File: src/rtl/core/wsg_pkg.sv
// shared constants, types and the sine table of the waveform sample generator
package wsg_pkg;

  localparam int POINTS   = 128;
  localparam int PHASE_W  = $clog2(POINTS);
  localparam int DATA_W   = 12;
  localparam int PROD_W   = 2 * DATA_W;
  localparam int DUTY_W   = 7;
  localparam int SHAPE_W  = 2;
  localparam int ADDR_W   = 5;
  localparam int PDATA_W  = 32;

  localparam logic [DATA_W-1:0] SAMPLE_MAX = 12'd4095;
  localparam logic [DUTY_W-1:0] DUTY_MAX   = 7'd100;

  // duty * 128 / 100 == (duty * 5243) >> 12 for duty up to 100
  localparam int SPLIT_RECIP = 5243;
  localparam int SPLIT_SHIFT = 12;
  localparam int SPLIT_W     = 20;

  localparam logic [SHAPE_W-1:0] SHAPE_RECT = 2'd0;
  localparam logic [SHAPE_W-1:0] SHAPE_SINE = 2'd1;
  localparam logic [SHAPE_W-1:0] SHAPE_TRI  = 2'd2;

  localparam logic [2:0] REG_WAVE_SHAPE   = 3'd0;
  localparam logic [2:0] REG_LOW_LEVEL    = 3'd1;
  localparam logic [2:0] REG_HIGH_LEVEL   = 3'd2;
  localparam logic [2:0] REG_AMPLITUDE    = 3'd3;
  localparam logic [2:0] REG_DUTY_PERCENT = 3'd4;

  localparam logic [SHAPE_W-1:0] RST_WAVE_SHAPE   = SHAPE_SINE;
  localparam logic [DATA_W-1:0]  RST_LOW_LEVEL    = 12'd0;
  localparam logic [DATA_W-1:0]  RST_HIGH_LEVEL   = 12'd4095;
  localparam logic [DATA_W-1:0]  RST_AMPLITUDE    = 12'd4095;
  localparam logic [DUTY_W-1:0]  RST_DUTY_PERCENT = 7'd50;

  typedef struct packed {
    logic [SHAPE_W-1:0] wave_shape;
    logic [DATA_W-1:0]  low_level;
    logic [DATA_W-1:0]  high_level;
    logic [DATA_W-1:0]  amplitude;
    logic [DUTY_W-1:0]  duty_percent;
  } wsg_cfg_t;

  typedef struct packed {
    logic load;
    logic mul;
    logic div_init;
    logic div_step;
    logic fin;
  } wsg_cmd_t;

  typedef struct packed {
    logic use_mul;
    logic use_div;
  } wsg_sts_t;

  localparam logic [DATA_W-1:0] SINE_TAB [POINTS] = '{
    12'd2047, 12'd2147, 12'd2248, 12'd2347, 12'd2446, 12'd2544, 12'd2641, 12'd2737,
    12'd2830, 12'd2922, 12'd3012, 12'd3099, 12'd3184, 12'd3266, 12'd3346, 12'd3422,
    12'd3494, 12'd3564, 12'd3629, 12'd3691, 12'd3749, 12'd3803, 12'd3852, 12'd3897,
    12'd3938, 12'd3974, 12'd4006, 12'd4033, 12'd4055, 12'd4072, 12'd4084, 12'd4092,
    12'd4094, 12'd4092, 12'd4084, 12'd4072, 12'd4055, 12'd4033, 12'd4006, 12'd3974,
    12'd3938, 12'd3897, 12'd3852, 12'd3803, 12'd3749, 12'd3691, 12'd3629, 12'd3564,
    12'd3494, 12'd3422, 12'd3346, 12'd3266, 12'd3184, 12'd3099, 12'd3012, 12'd2922,
    12'd2830, 12'd2737, 12'd2641, 12'd2544, 12'd2446, 12'd2347, 12'd2248, 12'd2147,
    12'd2047, 12'd1947, 12'd1846, 12'd1747, 12'd1648, 12'd1550, 12'd1453, 12'd1357,
    12'd1264, 12'd1172, 12'd1082, 12'd995,  12'd910,  12'd828,  12'd748,  12'd672,
    12'd600,  12'd530,  12'd465,  12'd403,  12'd345,  12'd291,  12'd242,  12'd197,
    12'd156,  12'd120,  12'd88,   12'd61,   12'd39,   12'd22,   12'd10,   12'd2,
    12'd0,    12'd2,    12'd10,   12'd22,   12'd39,   12'd61,   12'd88,   12'd120,
    12'd156,  12'd197,  12'd242,  12'd291,  12'd345,  12'd403,  12'd465,  12'd530,
    12'd600,  12'd672,  12'd748,  12'd828,  12'd910,  12'd995,  12'd1082, 12'd1172,
    12'd1264, 12'd1357, 12'd1453, 12'd1550, 12'd1648, 12'd1747, 12'd1846, 12'd1947
  };

endpackage

File: src/rtl/core/wsg_in_if.sv
// input word channel carrying the restart flag
interface wsg_in_if;
  logic valid;
  logic ready;
  logic restart;

  modport source (output valid, output restart, input ready);
  modport sink   (input valid, input restart, output ready);
endinterface

File: src/rtl/core/wsg_out_if.sv
// result word channel carrying the sample and period end flag
interface wsg_out_if;
  logic                      valid;
  logic                      ready;
  logic [wsg_pkg::DATA_W-1:0] sample;
  logic                      period_end;

  modport source (output valid, output sample, output period_end, input ready);
  modport sink   (input valid, input sample, input period_end, output ready);
endinterface

File: src/rtl/core/waveform_sample_generator.sv
// waveform sample generator top level
// sequence: rectangle and unused shape go from accept straight to the output register, sine
// adds a multiply, triangle a multiply, then a 12-step restoring divider, one quotient bit a cycle
// a new word is accepted only once the previous result is in the output register, which waits while a word is untaken
// reset: registers take their reset values, phase returns to zero, no word held
module waveform_sample_generator (
  input  logic                         clk,
  input  logic                         rst_n,
  wsg_in_if.sink                       in_ch,
  wsg_out_if.source                    out_ch,
  input  logic                         cfg_psel,
  input  logic                         cfg_penable,
  input  logic                         cfg_pwrite,
  input  logic [wsg_pkg::ADDR_W-1:0]   cfg_paddr,
  input  logic [wsg_pkg::PDATA_W-1:0]  cfg_pwdata,
  output logic [wsg_pkg::PDATA_W-1:0]  cfg_prdata,
  output logic                         cfg_pready
);

  wsg_pkg::wsg_cfg_t cfg;
  wsg_pkg::wsg_cmd_t cmd;
  wsg_pkg::wsg_sts_t sts;

  wsg_regs u_regs (
    .clk         (clk),
    .rst_n       (rst_n),
    .cfg_psel    (cfg_psel),
    .cfg_penable (cfg_penable),
    .cfg_pwrite  (cfg_pwrite),
    .cfg_paddr   (cfg_paddr),
    .cfg_pwdata  (cfg_pwdata),
    .cfg_prdata  (cfg_prdata),
    .cfg_pready  (cfg_pready),
    .cfg         (cfg)
  );

  wsg_ctrl u_ctrl (
    .clk       (clk),
    .rst_n     (rst_n),
    .in_valid  (in_ch.valid),
    .in_ready  (in_ch.ready),
    .out_valid (out_ch.valid),
    .out_ready (out_ch.ready),
    .sts       (sts),
    .cmd       (cmd)
  );

  wsg_dp u_dp (
    .clk        (clk),
    .rst_n      (rst_n),
    .cfg        (cfg),
    .cmd        (cmd),
    .sts        (sts),
    .restart    (in_ch.restart),
    .sample     (out_ch.sample),
    .period_end (out_ch.period_end)
  );

endmodule

File: src/rtl/core/wsg_regs.sv
// apb configuration register file
module wsg_regs (
  input  logic                          clk,
  input  logic                          rst_n,
  input  logic                          cfg_psel,
  input  logic                          cfg_penable,
  input  logic                          cfg_pwrite,
  input  logic [wsg_pkg::ADDR_W-1:0]    cfg_paddr,
  input  logic [wsg_pkg::PDATA_W-1:0]   cfg_pwdata,
  output logic [wsg_pkg::PDATA_W-1:0]   cfg_prdata,
  output logic                          cfg_pready,
  output wsg_pkg::wsg_cfg_t             cfg
);

  wsg_pkg::wsg_cfg_t cfg_r;
  wsg_pkg::wsg_cfg_t cfg_nxt;
  logic              wr;
  logic [2:0]        idx;

  assign wr         = cfg_psel && cfg_penable && cfg_pwrite;
  assign idx        = cfg_paddr[wsg_pkg::ADDR_W-1:2];
  assign cfg_pready = 1'b1;
  assign cfg        = cfg_r;

  always_comb begin
    cfg_nxt = cfg_r;
    if (wr) begin
      case (idx)
        wsg_pkg::REG_WAVE_SHAPE:   cfg_nxt.wave_shape   = cfg_pwdata[wsg_pkg::SHAPE_W-1:0];
        wsg_pkg::REG_LOW_LEVEL:    cfg_nxt.low_level    = cfg_pwdata[wsg_pkg::DATA_W-1:0];
        wsg_pkg::REG_HIGH_LEVEL:   cfg_nxt.high_level   = cfg_pwdata[wsg_pkg::DATA_W-1:0];
        wsg_pkg::REG_AMPLITUDE:    cfg_nxt.amplitude    = cfg_pwdata[wsg_pkg::DATA_W-1:0];
        wsg_pkg::REG_DUTY_PERCENT: cfg_nxt.duty_percent = cfg_pwdata[wsg_pkg::DUTY_W-1:0];
        default:                   cfg_nxt = cfg_r;
      endcase
    end
  end

  always_comb begin
    case (idx)
      wsg_pkg::REG_WAVE_SHAPE:   cfg_prdata = 32'(cfg_r.wave_shape);
      wsg_pkg::REG_LOW_LEVEL:    cfg_prdata = 32'(cfg_r.low_level);
      wsg_pkg::REG_HIGH_LEVEL:   cfg_prdata = 32'(cfg_r.high_level);
      wsg_pkg::REG_AMPLITUDE:    cfg_prdata = 32'(cfg_r.amplitude);
      wsg_pkg::REG_DUTY_PERCENT: cfg_prdata = 32'(cfg_r.duty_percent);
      default:                   cfg_prdata = '0;
    endcase
  end

  always_ff @(posedge clk) begin
    if (!rst_n) begin
      cfg_r.wave_shape   <= wsg_pkg::RST_WAVE_SHAPE;
      cfg_r.low_level    <= wsg_pkg::RST_LOW_LEVEL;
      cfg_r.high_level   <= wsg_pkg::RST_HIGH_LEVEL;
      cfg_r.amplitude    <= wsg_pkg::RST_AMPLITUDE;
      cfg_r.duty_percent <= wsg_pkg::RST_DUTY_PERCENT;
    end else begin
      cfg_r <= cfg_nxt;
    end
  end

endmodule

File: src/rtl/core/wsg_ctrl.sv
// controller state machine sequencing accept, multiply, divide and output
module wsg_ctrl (
  input  logic              clk,
  input  logic              rst_n,
  input  logic              in_valid,
  output logic              in_ready,
  output logic              out_valid,
  input  logic              out_ready,
  input  wsg_pkg::wsg_sts_t sts,
  output wsg_pkg::wsg_cmd_t cmd
);

  localparam logic [2:0] S_IDLE = 3'd0;
  localparam logic [2:0] S_MUL  = 3'd1;
  localparam logic [2:0] S_INIT = 3'd2;
  localparam logic [2:0] S_DIV  = 3'd3;
  localparam logic [2:0] S_FIN  = 3'd4;

  localparam int                 CNT_W    = $clog2(wsg_pkg::DATA_W);
  localparam logic [CNT_W-1:0]   CNT_LAST = CNT_W'(wsg_pkg::DATA_W - 1);

  logic [2:0]       state_r, state_nxt;
  logic [CNT_W-1:0] cnt_r, cnt_nxt;
  logic             out_valid_r, out_valid_nxt;

  assign in_ready  = (state_r == S_IDLE);
  assign out_valid = out_valid_r;

  always_comb begin
    state_nxt = state_r;
    cnt_nxt   = cnt_r;
    cmd       = '0;
    case (state_r)
      S_IDLE: begin
        if (in_valid) begin
          cmd.load  = 1'b1;
          state_nxt = sts.use_mul ? S_MUL : S_FIN;
        end
      end
      S_MUL: begin
        cmd.mul   = 1'b1;
        state_nxt = sts.use_div ? S_INIT : S_FIN;
      end
      S_INIT: begin
        cmd.div_init = 1'b1;
        cnt_nxt      = '0;
        state_nxt    = S_DIV;
      end
      S_DIV: begin
        cmd.div_step = 1'b1;
        cnt_nxt      = cnt_r + 1'b1;
        if (cnt_r == CNT_LAST) begin
          state_nxt = S_FIN;
        end
      end
      S_FIN: begin
        if (!out_valid_r || out_ready) begin
          cmd.fin   = 1'b1;
          state_nxt = S_IDLE;
        end
      end
      default: state_nxt = S_IDLE;
    endcase
  end

  always_comb begin
    if (cmd.fin) begin
      out_valid_nxt = 1'b1;
    end else if (out_ready) begin
      out_valid_nxt = 1'b0;
    end else begin
      out_valid_nxt = out_valid_r;
    end
  end

  always_ff @(posedge clk) begin
    if (!rst_n) begin
      state_r     <= S_IDLE;
      cnt_r       <= '0;
      out_valid_r <= 1'b0;
    end else begin
      state_r     <= state_nxt;
      cnt_r       <= cnt_nxt;
      out_valid_r <= out_valid_nxt;
    end
  end

  a_fin_slot_free: assert property (@(posedge clk) disable iff (!rst_n)
    cmd.fin |-> (!out_valid_r || out_ready))
    else $error("result written over an untaken word");

  a_fin_sets_valid: assert property (@(posedge clk) disable iff (!rst_n)
    cmd.fin |=> out_valid_r)
    else $error("finished word not presented");

  a_div_count: assert property (@(posedge clk) disable iff (!rst_n)
    (state_r == S_DIV && cnt_r == CNT_LAST) |=> (state_r == S_FIN))
    else $error("divider ran past its last step");

endmodule

File: src/rtl/core/wsg_dp.sv
// datapath: phase counter, shared multiplier, restoring divider and output register
module wsg_dp (
  input  logic                       clk,
  input  logic                       rst_n,
  input  wsg_pkg::wsg_cfg_t          cfg,
  input  wsg_pkg::wsg_cmd_t          cmd,
  output wsg_pkg::wsg_sts_t          sts,
  input  logic                       restart,
  output logic [wsg_pkg::DATA_W-1:0] sample,
  output logic                       period_end
);

  localparam int DW = wsg_pkg::DATA_W;
  localparam int PW = wsg_pkg::PHASE_W;
  localparam logic [PW-1:0] PHASE_LAST = PW'(wsg_pkg::POINTS - 1);

  logic [PW-1:0]                 phase_r, p_r;
  logic [wsg_pkg::PROD_W-1:0]    prod_r;
  logic [DW-1:0]                 div_r, rem_r, dvd_r;
  logic                          neg_r, up_r;
  logic [DW-1:0]                 sample_r;
  logic                          period_end_r;

  logic [PW-1:0]                 cur_phase;
  logic [wsg_pkg::DUTY_W-1:0]    duty;
  logic [wsg_pkg::SPLIT_W-1:0]   split_prod;
  logic [PW:0]                   split;
  logic [PW-1:0]                 mc;
  logic signed [DW:0]            diff;
  logic [DW:0]                   ndiff;
  logic [DW-1:0]                 absdiff;
  logic                          up;
  logic [PW-1:0]                 num, den;
  logic [PW:0]                   fall_den;
  logic [DW-1:0]                 mul_a, mul_b, divisor;
  logic [DW:0]                   trial;
  logic                          ge;
  logic signed [DW+1:0]          qs, tri_v;
  logic [DW-1:0]                 tri_s, sample_nxt;
  logic [wsg_pkg::PROD_W-1:0]    sine_sum;
  logic [DW-1:0]                 sine_q;

  assign sts.use_mul = (cfg.wave_shape inside {wsg_pkg::SHAPE_SINE, wsg_pkg::SHAPE_TRI});
  assign sts.use_div = (cfg.wave_shape == wsg_pkg::SHAPE_TRI);

  assign cur_phase  = restart ? '0 : phase_r;
  assign duty       = (cfg.duty_percent > wsg_pkg::DUTY_MAX) ? wsg_pkg::DUTY_MAX
                                                             : cfg.duty_percent;
  assign split_prod = wsg_pkg::SPLIT_W'(duty) * wsg_pkg::SPLIT_W'(wsg_pkg::SPLIT_RECIP);
  assign split      = split_prod[wsg_pkg::SPLIT_SHIFT +: PW+1];

  always_comb begin
    if (split == '0) begin
      mc = PW'(1);
    end else if (split[PW]) begin
      mc = PHASE_LAST;
    end else begin
      mc = split[PW-1:0];
    end
  end

  assign diff    = $signed({1'b0, cfg.high_level}) - $signed({1'b0, cfg.low_level});
  assign ndiff   = -diff;
  assign absdiff = diff[DW] ? ndiff[DW-1:0] : diff[DW-1:0];

  assign up       = (p_r < mc);
  assign fall_den = (PW+1)'(wsg_pkg::POINTS) - {1'b0, mc};
  assign num      = up ? p_r : (p_r - mc);
  assign den      = up ? mc : fall_den[PW-1:0];
  assign divisor  = DW'(den);

  always_comb begin
    if (cfg.wave_shape == wsg_pkg::SHAPE_SINE) begin
      mul_a = wsg_pkg::SINE_TAB[p_r];
      mul_b = cfg.amplitude;
    end else begin
      mul_a = absdiff;
      mul_b = DW'(num);
    end
  end

  // x / 4095 == (x + (x >> 12) + 1) >> 12 for x below 4095 * 4096
  assign sine_sum = prod_r + wsg_pkg::PROD_W'(prod_r[wsg_pkg::PROD_W-1:DW])
                  + wsg_pkg::PROD_W'(1);
  assign sine_q   = sine_sum[wsg_pkg::PROD_W-1:DW];

  assign trial = {rem_r, dvd_r[DW-1]};
  assign ge    = (trial >= {1'b0, div_r});

  // dvd_r holds the quotient once all steps are done
  assign qs    = neg_r ? -$signed({2'b00, dvd_r}) : $signed({2'b00, dvd_r});
  assign tri_v = up_r ? ($signed({2'b00, cfg.low_level}) + qs)
                      : ($signed({2'b00, cfg.high_level}) - qs);

  always_comb begin
    if (tri_v < 0) begin
      tri_s = '0;
    end else if (tri_v > $signed({2'b00, wsg_pkg::SAMPLE_MAX})) begin
      tri_s = wsg_pkg::SAMPLE_MAX;
    end else begin
      tri_s = tri_v[DW-1:0];
    end
  end

  always_comb begin
    case (cfg.wave_shape)
      wsg_pkg::SHAPE_RECT: sample_nxt = ({1'b0, p_r} < split) ? cfg.high_level
                                                              : cfg.low_level;
      wsg_pkg::SHAPE_SINE: sample_nxt = sine_q;
      wsg_pkg::SHAPE_TRI:  sample_nxt = tri_s;
      default:             sample_nxt = '0;
    endcase
  end

  always_ff @(posedge clk) begin
    if (!rst_n) begin
      phase_r <= '0;
    end else if (cmd.load) begin
      phase_r <= cur_phase + 1'b1;
    end
  end

  always_ff @(posedge clk) begin
    if (cmd.load) begin
      p_r <= cur_phase;
    end
    if (cmd.mul) begin
      prod_r <= wsg_pkg::PROD_W'(mul_a) * wsg_pkg::PROD_W'(mul_b);
      div_r  <= divisor;
      neg_r  <= diff[DW];
      up_r   <= up;
    end
    if (cmd.div_init) begin
      rem_r <= prod_r[wsg_pkg::PROD_W-1:DW];
      dvd_r <= prod_r[DW-1:0];
    end else if (cmd.div_step) begin
      rem_r <= ge ? DW'(trial - {1'b0, div_r}) : trial[DW-1:0];
      dvd_r <= {dvd_r[DW-2:0], ge};
    end
    if (cmd.fin) begin
      sample_r     <= sample_nxt;
      period_end_r <= (p_r == PHASE_LAST);
    end
  end

  assign sample     = sample_r;
  assign period_end = period_end_r;

  a_rem_below_div: assert property (@(posedge clk) disable iff (!rst_n)
    cmd.div_step |-> (rem_r < div_r))
    else $error("divider remainder out of range");

  a_tri_quotient: assert property (@(posedge clk) disable iff (!rst_n)
    (cmd.fin && cfg.wave_shape == wsg_pkg::SHAPE_TRI) |-> (dvd_r <= absdiff))
    else $error("triangle step exceeds level span");

  a_phase_advance: assert property (@(posedge clk) disable iff (!rst_n)
    cmd.load |=> (phase_r == PW'(p_r + 1'b1)))
    else $error("phase did not advance past the sampled point");

endmodule
File: src/flat_wrapper.sv
// flat-port wrapper written by rule: the top's interface ports become plain ports
module waveform_sample_generator_flat 
  (clk, rst_n, cfg_psel, cfg_penable, cfg_pwrite, cfg_paddr, cfg_pwdata, cfg_prdata, cfg_pready, in_ch_valid, in_ch_restart, in_ch_ready, out_ch_valid, out_ch_sample, out_ch_period_end, out_ch_ready);
  wsg_in_if in_ch_i ();
  wsg_out_if out_ch_i ();
  input  logic clk;
  input  logic rst_n;
  input  logic cfg_psel;
  input  logic cfg_penable;
  input  logic cfg_pwrite;
  input  logic [wsg_pkg::ADDR_W-1:0] cfg_paddr;
  input  logic [wsg_pkg::PDATA_W-1:0] cfg_pwdata;
  output logic [wsg_pkg::PDATA_W-1:0] cfg_prdata;
  output logic cfg_pready;
  input wire logic [$bits(in_ch_i.valid)-1:0] in_ch_valid;
  input wire logic [$bits(in_ch_i.restart)-1:0] in_ch_restart;
  output wire logic [$bits(in_ch_i.ready)-1:0] in_ch_ready;
  output wire logic [$bits(out_ch_i.valid)-1:0] out_ch_valid;
  output wire logic [$bits(out_ch_i.sample)-1:0] out_ch_sample;
  output wire logic [$bits(out_ch_i.period_end)-1:0] out_ch_period_end;
  input wire logic [$bits(out_ch_i.ready)-1:0] out_ch_ready;
  assign in_ch_i.valid = in_ch_valid;
  assign in_ch_i.restart = in_ch_restart;
  assign in_ch_ready = in_ch_i.ready;
  assign out_ch_valid = out_ch_i.valid;
  assign out_ch_sample = out_ch_i.sample;
  assign out_ch_period_end = out_ch_i.period_end;
  assign out_ch_i.ready = out_ch_ready;
  waveform_sample_generator u_core (.clk(clk), .rst_n(rst_n), .in_ch(in_ch_i), .out_ch(out_ch_i), .cfg_psel(cfg_psel), .cfg_penable(cfg_penable), .cfg_pwrite(cfg_pwrite), .cfg_paddr(cfg_paddr), .cfg_pwdata(cfg_pwdata), .cfg_prdata(cfg_prdata), .cfg_pready(cfg_pready));
endmodule
File: config.mk
export PLATFORM = sky130hd
export DESIGN_NAME = waveform_sample_generator_flat
export DESIGN_NICKNAME = d
export VERILOG_FILES = /design/src/rtl/core/wsg_pkg.sv /design/src/rtl/core/wsg_in_if.sv /design/src/rtl/core/wsg_out_if.sv /design/src/rtl/core/waveform_sample_generator.sv /design/src/rtl/core/wsg_regs.sv /design/src/rtl/core/wsg_ctrl.sv /design/src/rtl/core/wsg_dp.sv /design/src/flat_wrapper.sv
export SDC_FILE = /design/constraint.sdc
export NUM_CORES = 1
export LEC_CHECK = 0
export ABC_CLOCK_PERIOD_IN_PS = 11520
export BUFFER_PORTS_ARGS = -buffer_cell sky130_fd_sc_hd__buf_2
export CORE_UTILIZATION = 25
export CTS_BUF_LIST = sky130_fd_sc_hd__clkbuf_16
export CTS_CLUSTER_DIAMETER = 40
export DETAILED_ROUTE_END_ITERATION = 7
export GPL_TIMING_DRIVEN = 1
export PLACE_DENSITY = 0.47
export SETUP_SLACK_MARGIN = 0.1
export SLEW_MARGIN = 25
export SYNTH_ARGS = -nofsm -noshare
export SYNTH_HDL_FRONTEND = slang
export SYNTH_SLANG_ARGS = --single-unit
File: constraint.sdc
create_clock -name clk -period 11.52 [get_ports clk]
set_clock_uncertainty 0.1 [all_clocks]
set_input_delay 0 -clock clk [delete_from_list [all_inputs] [get_ports clk]]
set_output_delay 0 -clock clk [all_outputs]
set_load 0.02 [all_outputs]
Word level (Yosys, flattened, before mapping):

Memory sizes are Yosys's and may differ from the RTL's.
Cells that the tools add are included.
W data, S select, Z words.

* register bits after elaboration: 137
* ROM bits: 1536
* bits of input ports: 45
* output and inout port bits: 48
* logic and storage cells: 113
* memories kept: 1

* add/subtract/negate cells: 12
* multipliers: 2
* order comparisons: 7
* eq/ne operators: 15
* mux-type cells: 39
* bitwise gates (word level): 1
* reductions and logical operators: 18

Memory list
* (name not given): depth 128, width 12, rd ports 1, clocked after Yosys merged registers in 0, wr ports 0, line wsg_dp.sv:74 `mul_a = wsg_pkg::SINE_TAB[p_r];`

Operator list (count)
* $mux W12: 13
* $pmux W12 S5: 1
* $mux W7: 6
* $pmux W12 S3: 1
* $mux W14: 2
* $add A24 B1 Y24 const B: 1
* $add A24 B12 Y24: 1
* $mul A12 B12 Y24: 1
* $mul A7 B13 Y20 const B: 1
* $mux W3: 5
* $pmux W3 S5: 1
* $add A13 B14 Y14: 1
* $gt A14 B13 Y1 const B: 1
* $lt A14 B1 Y1 const B: 1
* $neg A12 Y14: 1
* $sub A13 B14 Y14: 1
* $ge A13 B7 Y1: 1
* $sub A12 B12 Y13: 1
* $eq A3 B2 Y1 const B: 4
* $neg A12 Y12: 1
* $sub A12 B7 Y12: 1
* $reduce_and A2 Y1: 5
* $mux W1: 9
* $ge A8 B8 Y1 const B: 1
* other kinds (24): 33

Longest topological paths before layout:

* depth in word-level cells: 9
* mapped depth: 52
* depth with buffers taken out: 51

Hierarchy:

A second synthesis with hierarchy kept.

* cell total of the unflattened synthesis: 2183
* area, all modules: 18492.7 um2

By module, submodules not included
* wsg_dp: times used 1, cells an instance 1862, area each 15707.6 um2, seq. area each 2452.4 um2
* wsg_regs: times used 1, cells an instance 263, area each 2307.2 um2, seq. area each 900.9 um2
* wsg_ctrl: times used 1, cells an instance 58, area each 478.0 um2, seq. area each 160.2 um2

Worst setup path after synthesis:

OpenSTA, ideal clock, no wires.

* kind: reg2reg
* start point: reg u_core.u_regs.cfg_r (netlist bit u_core.u_regs.cfg[5])
* end point: reg u_core.u_dp.prod_r[23] (netlist bit) (data pin)
* setup time: 262 ps
* arrival: 11442 ps
* required time: 11158 ps
* slack: -284 ps
* cell stages (with the launch flop): 49
* buffers on the path: 2
* period minus slack after synthesis: 11804 ps
* path through: dfxtp_1 nand2_1 nor2_1 or2_2 inv_1 fa_1 fa_1 inv_1 fa_1 fa_1 ha_1 a21oi_1 a21boi_0 nor4b_2 o21bai_1 a311o_1 xor2_2 clkbuf_1 [... 13 more ...] nand2_1 fa_1 fa_1 inv_1 fa_1 fa_1 inv_1 fa_1 inv_1 ha_1 a21o_1 a21oi_1 o21ai_0 a211o_1 a41o_1 o41a_1 mux2i_1 nand3_1

* longest elaborated chain between the ends: 9
* elaborated cells between the ends (all ways): 11
* classes of those cells: add/sub (1); mul (2); order compare (2); mux (5); reduce/logical (1)

Ends and longest elaborated chain
* start, declared: line wsg_regs.sv:15 `wsg_pkg::wsg_cfg_t cfg_r;`
* start signal, assigned: line wsg_regs.sv:58 `cfg_r <= cfg_nxt;`
* $gt A7 B7 Y1: line wsg_dp.sv:47 `assign duty = (cfg.duty_percent > wsg_pkg::DUTY_MAX) ? wsg_pkg::DUTY_MAX`
* $mux W7 (*): line wsg_dp.sv:47
* $mul A7 B13 Y20 (*): line wsg_dp.sv:49 `assign split_prod = wsg_pkg::SPLIT_W'(duty) * wsg_pkg::SPLIT_W'(wsg_pkg::SPLIT_RECIP);`
* $logic_not A8 Y1 or $mux W7 (tied branches): line wsg_dp.sv:53, wsg_dp.sv:55
* $mux W7 (*): line wsg_dp.sv:53 `if (split == '0) begin`
* $lt A7 B7 Y1 (*): line wsg_dp.sv:66 `assign up = (p_r < mc);`
* via u_core.u_dp.up: line wsg_dp.sv:32 `logic up;`
* $mux W7 (*): line wsg_dp.sv:68 `assign num = up ? p_r : (p_r - mc);`
* $mux W12 (*): line wsg_dp.sv:73 `if (cfg.wave_shape == wsg_pkg::SHAPE_SINE) begin`
* $mul A12 B12 Y24 (*): line wsg_dp.sv:128 `prod_r <= wsg_pkg::PROD_W'(mul_a) * wsg_pkg::PROD_W'(mul_b);`
* end signal, assigned: line wsg_dp.sv:128
* end, declared: line wsg_dp.sv:18 `logic [wsg_pkg::PROD_W-1:0] prod_r;`

The timed path passes the listed nets; every way through them passes the cells marked *.
A chain may end at the register's enable or synchronous reset.

Final worst setup path:

* start point: reg u_core.u_regs.cfg_r (netlist bit u_core.u_regs.cfg[4])
* end point: reg u_core.u_dp.prod_r[23] (netlist bit) (data pin)

* longest elaborated chain between the ends: 9
* elaborated cells between the ends (all ways): 11
* classes of those cells: add/sub (1); mul (2); order compare (2); mux (5); reduce/logical (1)

Ends and longest elaborated chain (line)
* $gt A7 B7 Y1: wsg_dp.sv:47
* $mux W7 (*): wsg_dp.sv:47
* $mul A7 B13 Y20 (*): wsg_dp.sv:49
* $logic_not A8 Y1 or $mux W7 (tied branches): wsg_dp.sv:53, wsg_dp.sv:55
* $mux W7 (*): wsg_dp.sv:53
* $sub A7 B7 Y7 or $lt A7 B7 Y1 (tied branches): wsg_dp.sv:68, wsg_dp.sv:66
* $mux W7 (*): wsg_dp.sv:68
* $mux W12 (*): wsg_dp.sv:73
* $mul A12 B12 Y24 (*): wsg_dp.sv:128

Every way passes the cells marked *; elsewhere a longest branch is shown, timed or not.

==> impl_metrics.env <==
export IMPL_cp_end_kind="flop"
export IMPL_gp_congestion=0.873
export IMPL_slew_headroom_pct=31.9
export IMPL_cp_slowest_stage_delay_ps=560
export IMPL_cts_sinks=137
export IMPL_cap_viol_max_count=0
export IMPL_grt_antenna_before_repair=0
export IMPL_synthDistinctLibCells=95
export IMPL_crit_family="adder cells"
export IMPL_wl_per_cell_um=17.4
export IMPL_synth_xor_area_share_pct=4.36
export IMPL_crit_buf_inv=9
export IMPL_crit_required_ps=11630
export IMPL_final_hold_violation_count=0
export IMPL_ant_nets=0
export IMPL_grt_pass1_wl_um=91400
export IMPL_via_per_inst=4.96
export IMPL_cts_buffers_inserted=17
export IMPL_slowest_stage="fa_1"
export IMPL_die_h_um=274
export IMPL_layout_setup_ws_ps=81.5
export IMPL_post_synth_top_count_cell="nand2_1"
export IMPL_grt_ovfl_total=0
export IMPL_synth_area_um2=18400
export IMPL_crit_fanout=5
export IMPL_numPortBuffers=49
export IMPL_criticalPathCategory="reg -> reg"
export IMPL_synth_top_family_by_area="adder cells"
export IMPL_grt_max_degree=68
export IMPL_crit_path_frequent_cell="fa_1"
export IMPL_synth_edf_count=77
export IMPL_max_slew_worst_pin_slew_ps=1010
export IMPL_grt_pass1_vias=16590
export IMPL_synth_fa_ha_area_share_pct=27.8
export IMPL_synth_simple_gate_area_share_pct=20.0
export IMPL_synthCells=2246
export IMPL_yosys_area_top_type="ha_1"
export IMPL_num_fill_cells=7777
export IMPL_fin_crit_ps=11440
export IMPL_synth_top_area_share_pct=14.5
export IMPL_hold_class="in -> reg"
export IMPL_final_nets=2738
export IMPL_cts_root_buf="clkbuf_16"
export IMPL_drt_iter0_markers=1219
export IMPL_io_pins=93
export IMPL_ys_flop_type="edfxtp_1"
export IMPL_rsz0062_at_grt="true"
export IMPL_diodes=0
export IMPL_dpl_hpwl_um=45200
export IMPL_cts_tree="yes"
export IMPL_dr_pass1_iters=5
export IMPL_syn_to_final_growth_pct=17.4
export IMPL_htreeDepth=4
export IMPL_dp_worst_setup_slack_ps=-254
export IMPL_clock_path_buffers=2
export IMPL_drc_errors=0
export IMPL_core_area_um2=73000
export IMPL_final_layout_size_suffix_gt1_share_pct=14.5
export IMPL_status="finished clean"
export IMPL_synth_commonest_cells="nand2_1, inv_1, ha_1, nor2_1, fa_1"
export IMPL_rows=99
export IMPL_vias=16515
export IMPL_routed_wl_um=58100
export IMPL_start_kind="flop"
export IMPL_dieArea_um2=74900
export IMPL_synth_compound_area_share_pct=17.2
export IMPL_min_period_over_period_pct=99.3
export IMPL_clkTransAtPathRegs_ps=60
export IMPL_initial_core_util_pct=25.3
export IMPL_finalSetupViolCount=0
export IMPL_fmax_mhz=87.4
export IMPL_yosys_warnings=0
export IMPL_ys_seq_area_share_pct=19.0
export IMPL_yosys_top_cells_area="ha_1, fa_1, edfxtp_1"
export IMPL_synth_avg_cell_area_um2=8.21
export IMPL_grtUsageTotal_pct=15.6
export IMPL_ys_ff_latch=137
export IMPL_async_flop_share_pct=0
export IMPL_drv_slew=0
export IMPL_clk_latency_ps=470
export IMPL_synthMuxAreaShare_pct=3.49
export IMPL_fp_dieW_um=274
export IMPL_arrival_ps=11550
-- what timing repair did --
item / 4_1_cts / 5_1_grt
buffers inserted: 27 / 9
pin swaps: 63 / 42
endpoints found under the hold margin: 62 / 39
hold buffers: 15 / 1
gates cloned: 1 / 0
gates resized for setup: 48 / 68
setup endpoints to repair: 8 / 12
-- routing by layer --
metal | routed length [µm] | GRT usage [%] | vias to the layer above
met4 | 1280 | 4.45 | 0
met3 | 2340 | 2.21 | 73
met5 | 0 | 0 | -
li1 | - | - | 7937
met2 | 27500 | 26.3 | 382
met1 | 26900 | 20.5 | 8123
-- kinds of logic (layout without fill, tap and decap cells) --
logic type	after synthesis	count (layout)
adders and majority gates	336	336
DFF	137	137
other	2	21
buffers and inverters	375	480
AOI/OAI and AO/OA	475	475
and+or+nand+nor	770	770
muxes	60	60
xor gates and xnor gates	91	91
-- cell type report --
type	count	area (µm²)	share of cell area [%]
clock inverter	14	93.8	0.433
timing repair buffer	201	1510	6.96
multi-input combinational	1753	13900	64.4
clock buffer	18	450	2.08
sequential	137	3520	16.3
inverter	247	932	4.30
tap	959	1200	5.54
-- worst paths after layout --
path	startpoint	end	slack, ps	cells past startpoint
max	u_core.u_regs.cfg[4]	u_core.u_dp.prod_r[23]	80	47
min	cfg_penable	u_core.u_regs.cfg[43]	40	5
max reg2reg	u_core.u_regs.cfg[4]	u_core.u_dp.prod_r[23]	80	47
min reg2reg	u_core.u_dp.phase_r[1]	u_core.u_dp.phase_r[1]	390	2
-- metrics by stage --
stage	util (%)	cells	TNS (ps)	hold WS [ps]	cell area, µm²
6_report	29.7	3329	0	41.5	21700
3_5_place_dp	27.7	3246	-562	176	20200
4_1_cts	29.2	3321	-13.6	7.98	21300
5_1_grt	29.7	3329	-1160	29.1	21700
3_3_place_gp	27.7	3245	-396	170	20200
2_1_floorplan	-	2265	0	24.0	18600
-- sequential cells by signal, indices dropped and copies added, names as in the netlist --
name / cells
u_core.u_ctrl.cnt_r: 4
u_core.u_dp.dvd_r: 12
u_core.u_ctrl.state_r: 3
u_core.u_dp.phase_r: 7
u_core.u_dp.prod_r: 24
u_core.u_dp.sample: 12
u_core.u_dp.up_r: 1
u_core.u_ctrl.out_valid: 1
u_core.u_dp.rem_r: 12
u_core.u_dp.div_r: 7
u_core.u_dp.p_r: 7
u_core.u_dp.neg_r: 1
u_core.u_dp.period_end: 1
u_core.u_regs.cfg: 45
-- worst register-to-register path, delay by kind of cell, from the launching register on --
kind | cells | cell delay, ps
adders and majority gates | 12 | 5140
DFF | 1 | 350
xor gates and xnor gates | 1 | 170
and+or+nand+nor | 12 | 2000
muxes | 1 | 160
AOI/OAI and AO/OA | 12 | 2520
buffers and inverters | 9 | 720
-- layout by cell type (no fill, tap or decap), types with 57 or more instances in the layout --
cell type and instances:
buf_4 121, nor2b_1 57, nor2_1 137, nand2_1 285
edfxtp_1 77, inv_1 233, fa_1 115, ha_1 201
o21ai_0 100, nand3_1 70, a21oi_1 84
Power is left out: the tool's default activity adds up to more than one toggle a clock period on the data nets, which glitch-free logic cannot reach.
